File: config.mk
export PLATFORM = sky130hd
export DESIGN_NAME = binary_min_heap_queue_flat
export DESIGN_NICKNAME = d
export VERILOG_FILES = /design/src/hdl/bmhq_pkg.sv /design/src/hdl/bmhq_req_if.sv /design/src/hdl/bmhq_rsp_if.sv /design/src/hdl/bmhq_ram.sv /design/src/hdl/binary_min_heap_queue.sv /design/src/flat_wrapper.sv
export SDC_FILE = /design/constraint.sdc
export NUM_CORES = 2
export LEC_CHECK = 0
export BUFFER_PORTS_ARGS = -buffer_cell sky130_fd_sc_hd__buf_2
export CAP_MARGIN = 20
export CORE_MARGIN = 2
export CORE_UTILIZATION = 40
export DETAILED_ROUTE_END_ITERATION = 10
export PLACE_DENSITY = 0.58
export SETUP_SLACK_MARGIN = 0.1
export SYNTH_ARGS = -nofsm -noshare
export SYNTH_HDL_FRONTEND = slang
export SYNTH_SLANG_ARGS = --single-unit
File: constraint.sdc
create_clock -name clk -period 14.15 [get_ports clk]
set_clock_uncertainty 0.05 [all_clocks]
set_input_delay 1.415 -clock clk [delete_from_list [all_inputs] [get_ports clk]]
set_output_delay 1.415 -clock clk [all_outputs]
set_load 0.01 [all_outputs]
File: src/hdl/bmhq_pkg.sv
// Package for the binary min-heap queue: port widths, opcodes, status codes
// and the controller state type. No dependencies.
package bmhq_pkg;

  localparam int OPCODE_W     = 2;
  localparam int KEY_PORT_W   = 32;
  localparam int STATUS_W     = 2;
  localparam int COUNT_PORT_W = 7;

  localparam logic [OPCODE_W-1:0] OP_PUSH  = 2'd0;
  localparam logic [OPCODE_W-1:0] OP_POP   = 2'd1;
  localparam logic [OPCODE_W-1:0] OP_CLEAR = 2'd2;

  localparam logic [STATUS_W-1:0] ST_DONE  = 2'd0;
  localparam logic [STATUS_W-1:0] ST_FULL  = 2'd1;
  localparam logic [STATUS_W-1:0] ST_EMPTY = 2'd2;

  typedef enum logic [2:0] {
    S_IDLE,
    S_UP,
    S_DN_LAST,
    S_DN_CHK,
    S_DN_L,
    S_DN_R,
    S_PLACE,
    S_DONE
  } state_t;

endpackage

File: src/hdl/bmhq_req_if.sv
// Request channel of the heap queue: valid/ready plus opcode and key.
// Depends on bmhq_pkg.
interface bmhq_req_if;
  import bmhq_pkg::*;

  logic                  valid;
  logic                  ready;
  logic [OPCODE_W-1:0]   opcode;
  logic [KEY_PORT_W-1:0] key;

  modport source (output valid, output opcode, output key, input ready);
  modport sink   (input valid, input opcode, input key, output ready);
endinterface

File: src/hdl/bmhq_rsp_if.sv
// Result channel of the heap queue: valid/ready plus status and heap summary.
// Depends on bmhq_pkg.
interface bmhq_rsp_if;
  import bmhq_pkg::*;

  logic                    valid;
  logic                    ready;
  logic [STATUS_W-1:0]     status;
  logic [KEY_PORT_W-1:0]   top_key;
  logic                    top_valid;
  logic [COUNT_PORT_W-1:0] entry_count;

  modport source (output valid, output status, output top_key, output top_valid,
                  output entry_count, input ready);
  modport sink   (input valid, input status, input top_key, input top_valid,
                  input entry_count, output ready);
endinterface

File: src/hdl/bmhq_ram.sv
// Generic simple dual-port RAM, one write and one registered read per cycle.
// No dependencies.
module bmhq_ram #(
  parameter int WIDTH = 32,
  parameter int DEPTH = 64
) (
  input  logic                     clk,
  input  logic                     we,
  input  logic [$clog2(DEPTH)-1:0] waddr,
  input  logic [WIDTH-1:0]         wdata,
  input  logic [$clog2(DEPTH)-1:0] raddr,
  output logic [WIDTH-1:0]         rdata
);

  logic [WIDTH-1:0] mem [DEPTH];

  always_ff @(posedge clk) begin
    if (we) begin
      mem[waddr] <= wdata;
    end
    rdata <= mem[raddr];
  end

endmodule

File: src/hdl/binary_min_heap_queue.sv
// Binary min-heap priority queue of unsigned keys, one request at a time.
// A request is push (0), pop (1) or clear (2); opcode 3 does nothing. Each
// request returns one result: status (done, push rejected when full, pop
// ignored when empty), the smallest key (zero when empty), a nonempty flag
// and the entry count. Keys are kept in one RAM (1-based heap positions at
// address position-1) and the root is mirrored in a register, so the result
// needs no extra read. Timing is set by the single RAM read port, one
// registered read per cycle. Clear, no-op, rejected requests, a push to an
// empty heap and a pop of the last entry go straight to the result; a push
// first climbs from the new leaf towards the root, and a pop first moves the
// last key to the root and sinks it level by level. The result appears as
// the queue returns to idle, ready for the next request. A new request is
// taken while the previous result still waits to be collected.
// The key store needs no clearing pass after reset: values read from
// positions beyond the fill count are never used.
// Depends on bmhq_pkg, bmhq_req_if, bmhq_rsp_if and bmhq_ram.
module binary_min_heap_queue #(
  parameter int CAPACITY  = 64,
  parameter int KEY_WIDTH = 32
) (
  input  logic       clk,
  input  logic       rst,
  bmhq_req_if.sink   req,
  bmhq_rsp_if.source rsp
);
  import bmhq_pkg::*;

  // stored key width: the request key port is fixed, KEY_WIDTH masks it
  localparam int KW = (KEY_WIDTH < KEY_PORT_W) ? KEY_WIDTH : KEY_PORT_W;
  localparam int AW = $clog2(CAPACITY);
  localparam int CW = $clog2(CAPACITY + 1);

  state_t state, state_next;

  logic [CW-1:0] count, count_next;   // fill count
  logic [CW-1:0] pos, pos_next;       // current heap position, 1-based
  logic [KW-1:0] hold, hold_next;     // key being placed (pushed or moved)
  logic [KW-1:0] left_key, left_next; // left child during a sift down
  logic [KW-1:0] root;                // copy of position 1
  logic [STATUS_W-1:0] status, status_next;

  logic          ram_we;
  logic [AW-1:0] ram_waddr, ram_raddr;
  logic [KW-1:0] ram_wdata, ram_rdata;

  logic          out_free;
  logic [CW-1:0] cnt_inc;
  logic [CW-1:0] pos_half;
  logic [CW:0]   dbl;       // 2*pos, left child position
  logic          pick_right;
  logic [KW-1:0] kid_key;
  logic [CW-1:0] kid_pos;

  function automatic logic [AW-1:0] addr_of(input logic [CW-1:0] p);
    logic [CW-1:0] a;
    a = p - CW'(1);
    return a[AW-1:0];
  endfunction

  bmhq_ram #(
    .WIDTH(KW),
    .DEPTH(CAPACITY)
  ) u_store (
    .clk  (clk),
    .we   (ram_we),
    .waddr(ram_waddr),
    .wdata(ram_wdata),
    .raddr(ram_raddr),
    .rdata(ram_rdata)
  );

  assign out_free   = !rsp.valid || rsp.ready;
  assign cnt_inc    = count + CW'(1);
  assign pos_half   = pos >> 1;
  assign dbl        = {pos, 1'b0};
  // right child wins only when strictly below the left
  assign pick_right = ram_rdata < left_key;
  assign kid_key    = pick_right ? ram_rdata : left_key;
  assign kid_pos    = pick_right ? (dbl[CW-1:0] + CW'(1)) : dbl[CW-1:0];

  assign req.ready = (state == S_IDLE);

  // next state
  always_comb begin
    state_next = state;
    case (state)
      S_IDLE: begin
        if (req.valid) begin
          case (req.opcode)
            OP_PUSH: begin
              if (count >= CW'(CAPACITY) || count == '0) begin
                state_next = S_DONE;
              end else begin
                state_next = S_UP;
              end
            end
            OP_POP: begin
              if (count <= CW'(1)) begin
                state_next = S_DONE;
              end else begin
                state_next = S_DN_LAST;
              end
            end
            default: state_next = S_DONE;
          endcase
        end
      end
      S_UP: begin
        // keep climbing while strictly below the parent; a move into the root ends the climb
        if (hold < ram_rdata && pos_half != CW'(1)) begin
          state_next = S_UP;
        end else begin
          state_next = S_PLACE;
        end
      end
      S_DN_LAST: state_next = S_DN_CHK;
      S_DN_CHK: begin
        if (dbl > {1'b0, count}) begin
          state_next = S_PLACE;
        end else begin
          state_next = S_DN_L;
        end
      end
      S_DN_L: begin
        if (dbl < {1'b0, count}) begin
          state_next = S_DN_R;
        end else if (ram_rdata < hold) begin
          state_next = S_DN_CHK;
        end else begin
          state_next = S_PLACE;
        end
      end
      S_DN_R: begin
        if (kid_key < hold) begin
          state_next = S_DN_CHK;
        end else begin
          state_next = S_PLACE;
        end
      end
      S_PLACE: state_next = S_DONE;
      S_DONE: begin
        if (out_free) begin
          state_next = S_IDLE;
        end
      end
      default: state_next = S_IDLE;
    endcase
  end

  // datapath and RAM controls
  always_comb begin
    count_next  = count;
    pos_next    = pos;
    hold_next   = hold;
    left_next   = left_key;
    status_next = status;
    ram_we      = 1'b0;
    ram_waddr   = addr_of(pos);
    ram_wdata   = hold;
    ram_raddr   = addr_of(pos_half);
    case (state)
      S_IDLE: begin
        if (req.valid) begin
          status_next = ST_DONE;
          hold_next   = req.key[KW-1:0];
          case (req.opcode)
            OP_PUSH: begin
              if (count >= CW'(CAPACITY)) begin
                status_next = ST_FULL;
              end else begin
                count_next = cnt_inc;
                pos_next   = cnt_inc;
                ram_raddr  = addr_of(cnt_inc >> 1);
                if (count == '0) begin
                  ram_we    = 1'b1;
                  ram_waddr = addr_of(CW'(1));
                  ram_wdata = req.key[KW-1:0];
                end
              end
            end
            OP_POP: begin
              if (count == '0) begin
                status_next = ST_EMPTY;
              end else begin
                count_next = count - CW'(1);
                pos_next   = CW'(1);
                ram_raddr  = addr_of(count);   // last key
              end
            end
            OP_CLEAR: count_next = '0;
            default: ;
          endcase
        end
      end
      S_UP: begin
        if (hold < ram_rdata) begin
          // parent moves down into the hole
          ram_we    = 1'b1;
          ram_wdata = ram_rdata;
          pos_next  = pos_half;
          ram_raddr = addr_of(pos_half >> 1);
        end
      end
      S_DN_LAST: hold_next = ram_rdata;
      S_DN_CHK:  ram_raddr = addr_of(dbl[CW-1:0]);
      S_DN_L: begin
        left_next = ram_rdata;
        ram_raddr = addr_of(dbl[CW-1:0] + CW'(1));
        if (dbl == {1'b0, count} && ram_rdata < hold) begin
          ram_we    = 1'b1;
          ram_wdata = ram_rdata;
          pos_next  = dbl[CW-1:0];
        end
      end
      S_DN_R: begin
        if (kid_key < hold) begin
          ram_we    = 1'b1;
          ram_wdata = kid_key;
          pos_next  = kid_pos;
        end
      end
      S_PLACE: ram_we = 1'b1;
      default: ;
    endcase
  end

  always_ff @(posedge clk) begin
    if (rst) begin
      state     <= S_IDLE;
      count     <= '0;
      rsp.valid <= 1'b0;
    end else begin
      state <= state_next;
      count <= count_next;
      if (state == S_DONE && out_free) begin
        rsp.valid <= 1'b1;
      end else if (rsp.ready) begin
        rsp.valid <= 1'b0;
      end
    end
  end

  // payload registers, no reset
  always_ff @(posedge clk) begin
    pos      <= pos_next;
    hold     <= hold_next;
    left_key <= left_next;
    status   <= status_next;
    if (ram_we && ram_waddr == '0) begin
      root <= ram_wdata;
    end
    if (state == S_DONE && out_free) begin
      rsp.status      <= status;
      rsp.top_valid   <= (count != '0);
      rsp.top_key     <= (count != '0) ? KEY_PORT_W'(root) : '0;
      rsp.entry_count <= COUNT_PORT_W'(count);
    end
  end

endmodule

File: src/flat_wrapper.sv
// flat-port wrapper written by rule: the top's interface ports become plain ports
module binary_min_heap_queue_flat import bmhq_pkg::*;
#(
  parameter int CAPACITY  = 64,
  parameter int KEY_WIDTH = 32
)
  (clk, rst, req_valid, req_opcode, req_key, req_ready, rsp_valid, rsp_status, rsp_top_key, rsp_top_valid, rsp_entry_count, rsp_ready);
  bmhq_req_if req_i ();
  bmhq_rsp_if rsp_i ();
  input  logic clk;
  input  logic rst;
  input wire logic [$bits(req_i.valid)-1:0] req_valid;
  input wire logic [$bits(req_i.opcode)-1:0] req_opcode;
  input wire logic [$bits(req_i.key)-1:0] req_key;
  output wire logic [$bits(req_i.ready)-1:0] req_ready;
  output wire logic [$bits(rsp_i.valid)-1:0] rsp_valid;
  output wire logic [$bits(rsp_i.status)-1:0] rsp_status;
  output wire logic [$bits(rsp_i.top_key)-1:0] rsp_top_key;
  output wire logic [$bits(rsp_i.top_valid)-1:0] rsp_top_valid;
  output wire logic [$bits(rsp_i.entry_count)-1:0] rsp_entry_count;
  input wire logic [$bits(rsp_i.ready)-1:0] rsp_ready;
  assign req_i.valid = req_valid;
  assign req_i.opcode = req_opcode;
  assign req_i.key = req_key;
  assign req_ready = req_i.ready;
  assign rsp_valid = rsp_i.valid;
  assign rsp_status = rsp_i.status;
  assign rsp_top_key = rsp_i.top_key;
  assign rsp_top_valid = rsp_i.top_valid;
  assign rsp_entry_count = rsp_i.entry_count;
  assign rsp_i.ready = rsp_ready;
  binary_min_heap_queue #(.CAPACITY(CAPACITY), .KEY_WIDTH(KEY_WIDTH)) u_core (.clk(clk), .rst(rst), .req(req_i), .rsp(rsp_i));
endmodule
Yosys cells after proc, flatten, opt, wreduce, memory -nomap -nowiden
Memory sizes are Yosys's and may differ from the RTL's. A register that Yosys moved wholly into a read port is not among the register bits.
Cells that the tools add are included.
{"block": "totals", "in_bits": 38, "elab_cells": 131, "mem_count": 1, "regBits": 158, "ram_bits": 2048}
{"block": "classes", "n_addsub": 9, "order_cmp": 8, "n_reduce_logical": 21, "n_eq_ne": 21, "n_mux": 59}
{"name": "u_core.u_store.mem", "depth": 64, "word_bits": 32, "read_ports": 1, "rd_clocked_by_memory_dff": 1, "wr": 1, "line": "bmhq_ram.sv:15", "text": "logic [WIDTH-1:0] mem [DEPTH];"}
{"operator": "32-bit 2-to-1 mux", "count": 9}
{"operator": "32-bit less-than comparator", "count": 4}
{"operator": "32-bit one-hot mux with 4 select lines", "count": 1}
{"operator": "32-bit one-hot mux with 2 select lines", "count": 1}
{"operator": "7-bit 2-to-1 mux", "count": 8}
{"operator": "6-bit 2-to-1 mux", "count": 9}
{"operator": "6-bit by 1-bit subtractor with 6-bit output, second input constant", "count": 5}
{"operator": "7-bit one-hot mux with 4 select lines", "count": 1}
{"operator": "3-bit 2-to-1 mux", "count": 8}
{"operator": "3-bit one-hot mux with 8 select lines", "count": 1}
{"operator": "6-bit one-hot mux with 4 select lines", "count": 1}
{"operator": "7-bit one-hot mux with 3 select lines", "count": 1}
{"operator": "7-bit by 1-bit adder with 7-bit output, second input constant", "count": 2}
{"operator": "7-bit one-hot mux with 2 select lines", "count": 1}
{"operator": "3-bit == test, second input constant", "count": 4}
{"operator": "1-bit 2-to-1 mux", "count": 12}
{"operator": "6-bit one-hot mux with 2 select lines", "count": 1}
{"operator": "8-bit by 7-bit == test with 1-bit output", "count": 1}
{"operator": "8-bit by 7-bit > comparator with 1-bit output", "count": 1}
{"operator": "8-bit by 7-bit less-than comparator with 1-bit output", "count": 1}
{"operator": "2-bit by 1-bit != test with 1-bit output, second input constant", "count": 4}
{"operator": "8-bit AND reduction", "count": 1}
{"operator": "7-bit greater-or-equal comparator, second input constant", "count": 1}
{"operator": "7-bit by 1-bit less-or-equal comparator with 1-bit output, second input constant", "count": 1}
{"operator": "other kinds (27)", "count": 39}

Depth between registers and ports, before layout
{"block": "depth", "ltp_word": 8, "ltp_mapped": 28, "mapped_depth_nobuf": 25}

By module
Synthesis repeated with hierarchy kept, for this count alone.
{"block": "unflattened", "hier_cells": 4422, "area_unflattened_um2": 89336.9}
{"mod": "bmhq_ram", "cells_each": 3324, "area_per_inst_um2": 78515.3, "seq_area_each_um2": 62139.6, "instances": 1}
{"mod": "binary_min_heap_queue", "cells_each": 1098, "area_per_inst_um2": 10821.6, "seq_area_each_um2": 4634.4, "instances": 1}

Least setup slack after synthesis
OpenSTA, ideal clock, no wires.
{"block": "synth_path", "kind": "reg2reg", "startpoint": "register u_core.left_key[5]", "endpoint": "memory u_core.u_store.mem[8][0] (enable)", "path_stages_with_launch": 26, "required_ps": 13639, "setup_slack_ps": 7110, "setup_time_ps": 461, "arrival_ps": 6529, "n_path_buf": 1, "path_cell_list": "edfxtp_1 -> inv_1 -> ha_1 -> a21o_1 -> a21o_1 -> a21oi_1 -> o21ai_1 -> a221o_1 -> a21o_1 -> nand2_1 -> nand2_1 -> buf_1 -> mux2i_1 -> inv_1 -> ha_1 -> a21o_1 -> a21o_1 -> a21o_1 -> a21oi_1 -> nor2b_1 -> o21ai_0 -> a31oi_1 -> nor3_1 -> o31ai_2 -> o31a_1 -> nor3_1"}
{"block": "synth_between", "elab_chain_cells": 7}
{"item": "from (decl)", "line": "binary_min_heap_queue.sv:38", "text": "logic [KW-1:0] left_key, left_next;"}
{"item": "from (signal assigned)", "line": "binary_min_heap_queue.sv:247", "text": "left_key <= left_next;"}
{"item": "32-bit less-than comparator", "line": "binary_min_heap_queue.sv:77", "text": "assign pick_right = ram_rdata < left_key;"}
{"item": "32-bit 2-to-1 mux (*)", "line": "binary_min_heap_queue.sv:78", "text": "assign kid_key = pick_right ? ram_rdata : left_key;"}
{"item": "32-bit less-than comparator (*)", "line": "binary_min_heap_queue.sv:216", "text": "if (kid_key < hold) begin"}
{"item": "1-bit 2-to-1 mux (*)", "line": "binary_min_heap_queue.sv:216"}
{"item": "1-bit one-hot mux with 5 select lines (*)", "line": "binary_min_heap_queue.sv:161", "text": "case (state)"}
{"item": "1-bit 2-to-1 mux (*)", "line": "bmhq_ram.sv:18", "text": "if (we) begin"}
{"item": "1-bit 2-to-1 mux (not written as such) (*)", "line": "bmhq_ram.sv:19", "text": "mem[waddr] <= wdata;"}
{"item": "to (decl)", "line": "bmhq_ram.sv:15"}
Every way passes the cells marked *; elsewhere a longest branch is shown, timed or not.

Final worst setup path
{"block": "layout_path", "startpoint": "register u_core.u_store.rdata[18] (read register of u_core.u_store.mem)", "endpoint": "memory u_core.u_store.mem[58][30] (data pin)"}
{"block": "layout_between", "elab_chain_cells": 5, "word_cells_on_any_way": 10, "cone_classes": "4 x order compare; 5 x mux; 1 x reduce/logical"}
{"item": "from (decl)", "line": "bmhq_ram.sv:12", "text": "output logic [WIDTH-1:0] rdata"}
{"item": "32-bit less-than comparator", "line": "binary_min_heap_queue.sv:77"}
{"item": "32-bit 2-to-1 mux", "line": "binary_min_heap_queue.sv:78"}
{"item": "32-bit less-than comparator", "line": "binary_min_heap_queue.sv:216"}
{"item": "32-bit 2-to-1 mux", "line": "binary_min_heap_queue.sv:216"}
{"item": "32-bit one-hot mux with 4 select lines (*)", "line": "binary_min_heap_queue.sv:161"}
{"item": "named net u_core.ram_wdata[30]", "line": "binary_min_heap_queue.sv:44", "text": "logic [KW-1:0] ram_wdata, ram_rdata;"}
Mark *: on every way through the listed nets, which the timed path passes. The rest lies on a longest branch.

==> results.cfg <==
[logic_synthesis]
yosysTopAreaCell = edfxtp_1
synth_top_area_frac = 0.710
synth-seq-cells = 2238
yosysSeqAreaShare = 0.719
synth_edf_count = 2195
synth_cell_type_count = 97
ys_warn_count = 0
syn_area_per_cell_um2 = 13.5
synthesis.nets = 7041
syn_inst = 6890
synth_commonest_cells = 2,195 x edfxtp_1, 1,748 x nand2_1, 627 x nand3_1
async_flop_share = 0
synth_area_leaders = edfxtp_1 71%, nand2_1 7.1%, nand3_1 3.4%
synth_area_mm2 = 0.0929
ys.flop_type = edfxtp_1
yosys.cell_count.top_type = edfxtp_1

[grt]
grt_pass1_vias = 56400
grt_pass1_wl_mm = 413
overflow = 0
grt_max_degree = 148
antenna_found_initial = 39
grt_usage = 0.239

[setup_path]
start_kind = register
arrival_ns = 8.52
worst-path-max-fanout = 48
cp_cell_sequence = ha_1 > nand4_1 > nor4_1 > inv_1 > o21ai_0 > a211o_1 > inv_1 > nand2_2 > buf_4 > mux2i_1 > inv_1 > ha_1 > nand4_1 > or2_2 > a2111o_1 > a211oi_1 > inv_1 > o31ai_2 > nor2_2 > buf_4 > a221oi_1 > nand2_2 > buf_4
cp_slowest_cell = a221oi_1
endpoint_kind = register
max_stage_delay_ns = 0.92
crit_top_cell = inv_1
r2r_setup_slack_ns = 6.05
r2r_cells = 23
path_class = reg2reg
rr_startpoint = u_core.u_store.rdata[18]
critPathRequiredTime_ns = 14.57
r2r_end = u_core.u_store.mem[58][30]

[placement]
place_congestion = 0.931
hpwl_mm = 167
io_buffer_count = 81

[drt]
wire_per_inst_um = 28.0
wirelength_mm = 287
drc = 0
vias = 59700
routed_via_density = 5.83
drt_iter0_markers = 8280
ant_nets = 0
first_pass_iters = 7

[sta]
setup_viol = 0
slew_violations = 0
slew_headroom = 0.111
rsz0062_at_grt = false
tns_ns = 0
hold_violations = 0
max_freq_ghz = 0.124
min_period_ns = 8.10
post-route-period-util = 0.572
tightest_slew_ns = 1.32

[job]
drv_cap = 0

[die]
placementRows = 176
initial_core_util = 0.403
core_mm2 = 0.230
die_y_um = 486
die_area_mm2 = 0.236
dieWidth_um = 486
io_pins = 82

[cells_and_area]
nets = 7122
drive_gt1_frac = 0.120
synthToLayoutAreaGrowth_pct = 12.9

[worst_hold_path]
hold_class = reg2reg
hold_start = u_core.status[0]
worstHoldEndpoint = u_core.rsp.status[0]
holdPathStages = 0

[clocking]
holdBufCountCts = 0
clkLatencyLatePin_ns = 0.89
cts_max_level = 4
cts_resized = 0
cts.root.buffer_cell = clkbuf_16
clk_path_buf_depth = 3
cts_tree = yes
postCtsSetupBuffers = 0
cts_buffers = 219
cts_num_sinks = 2238
clk_pin_slew_ns = 0.06

[status]
status = finished, final reports clean
-- critical path: cells and delay by family, from the launching register on --
family	cells	cell delay, ns
fa+ha+maj	2	0.58
flops	1	0.78
buf+inv	7	1.58
simple gates	7	1.76
mux	1	0.36
compound gates	6	2.41
-- logic make-up (layout without fill, tap and decap cells) --
| group | after synthesis | count (layout) | share of synthesized area |
|---|---|---|---|
| fa+ha+maj | 113 | 113 | 0.0152 |
| mux | 207 | 207 | 0.0343 |
| buf+inv | 561 | 834 | 0.0295 |
| compound gates | 824 | 824 | 0.0614 |
| xor+xnor | 23 | 23 | 0.00232 |
| flops | 2238 | 2238 | 0.719 |
| other cells | 0 | 52 | 0 |
| simple gates | 2924 | 2924 | 0.138 |
-- placed cells by master (no fill, tap or decap), types with 29 or more instances in the layout --
cell type     n
o21ai_0     101
inv_1       136
clkinv_1     52
clkinv_2     42
a311oi_1    113
mux2_2       38
a21oi_1     157
buf_2        81
nor2_4       69
a31oi_1     147
a221oi_1     35
clkbuf_1     51
mux4_2       77
and3_1      181
and2_1       38
nand3_1     626
mux2i_1      86
a21o_1       34
nor2_1       79
clkbuf_16   222
ha_1        113
dfxtp_1      43
edfxtp_1   2195
buf_4       145
diode_2      52
nand4_1      42
nand2_1    1732
buf_12       44
nor3_1       50
o211ai_1     29
-- cell type report --
class	count	area (µm²)
Antenna cell	52	130
Clock buffer	284	5900
Clock inverter	129	1150
Fill cell	20400	125000
Inverter	140	526
Multi-Input combinational cell	4091	24000
Sequential cell	2238	66800
Tap cell	3026	3790
Timing Repair Buffer	281	2600
-- registers in the layout (all words and copies together) (netlist names) --
signal                  count
u_core.rsp.top_key         32
u_core.u_store.mem       2048
u_core.status               2
u_core.rsp.top_valid        1
u_core.state                3
u_core.left_key            32
u_core.hold                32
u_core.pos                  7
u_core.count                7
u_core.rsp.status           2
u_core.root                32
u_core.rsp.entry_count      7
u_core.u_store.rdata       32
u_core.rsp.valid            1
-- through the flow --
step	std cells	hold slack, ns	worst slack, ns	cell area (µm²)	util
finish	10200	0.368	6.05	105000	0.455
global placement	9727	0.376	6.17	96800	0.420
CTS	10200	0.368	6.20	105000	0.454
floorplan	6890	0.350	7.11	92900	-
global route	10200	0.374	5.65	105000	0.455
detailed placement	9763	0.355	6.23	97500	0.423
-- metal layers --
metal  share of wire  track usage  vias to the layer above
met4           0.042        0.106                        8
li1                -            -                    26000
met5         0.00020            0                        -
met2            0.44        0.352                     3118
met1            0.42        0.343                    30100
met3            0.10       0.0495                      463
-- worst max path at each step --
stage	from	end
final	u_core.u_store.rdata[18]	u_core.u_store.mem[58][30]
after global routing	u_core.u_store.rdata[18]	u_core.u_store.mem[53][30]
after CTS	u_core.u_store.rdata[18]	u_core.u_store.mem[32][30]
after detailed placement	u_core.u_store.rdata[18]	u_core.u_store.mem[35][30]
after global placement	u_core.u_store.rdata[18]	u_core.u_store.mem[33][30]
after floorplan	u_core.left_key[5]	u_core.u_store.mem[8][0]
Power is left out: the tool's default activity adds up to more than one toggle a clock period on the data nets, which glitch-free logic cannot reach.
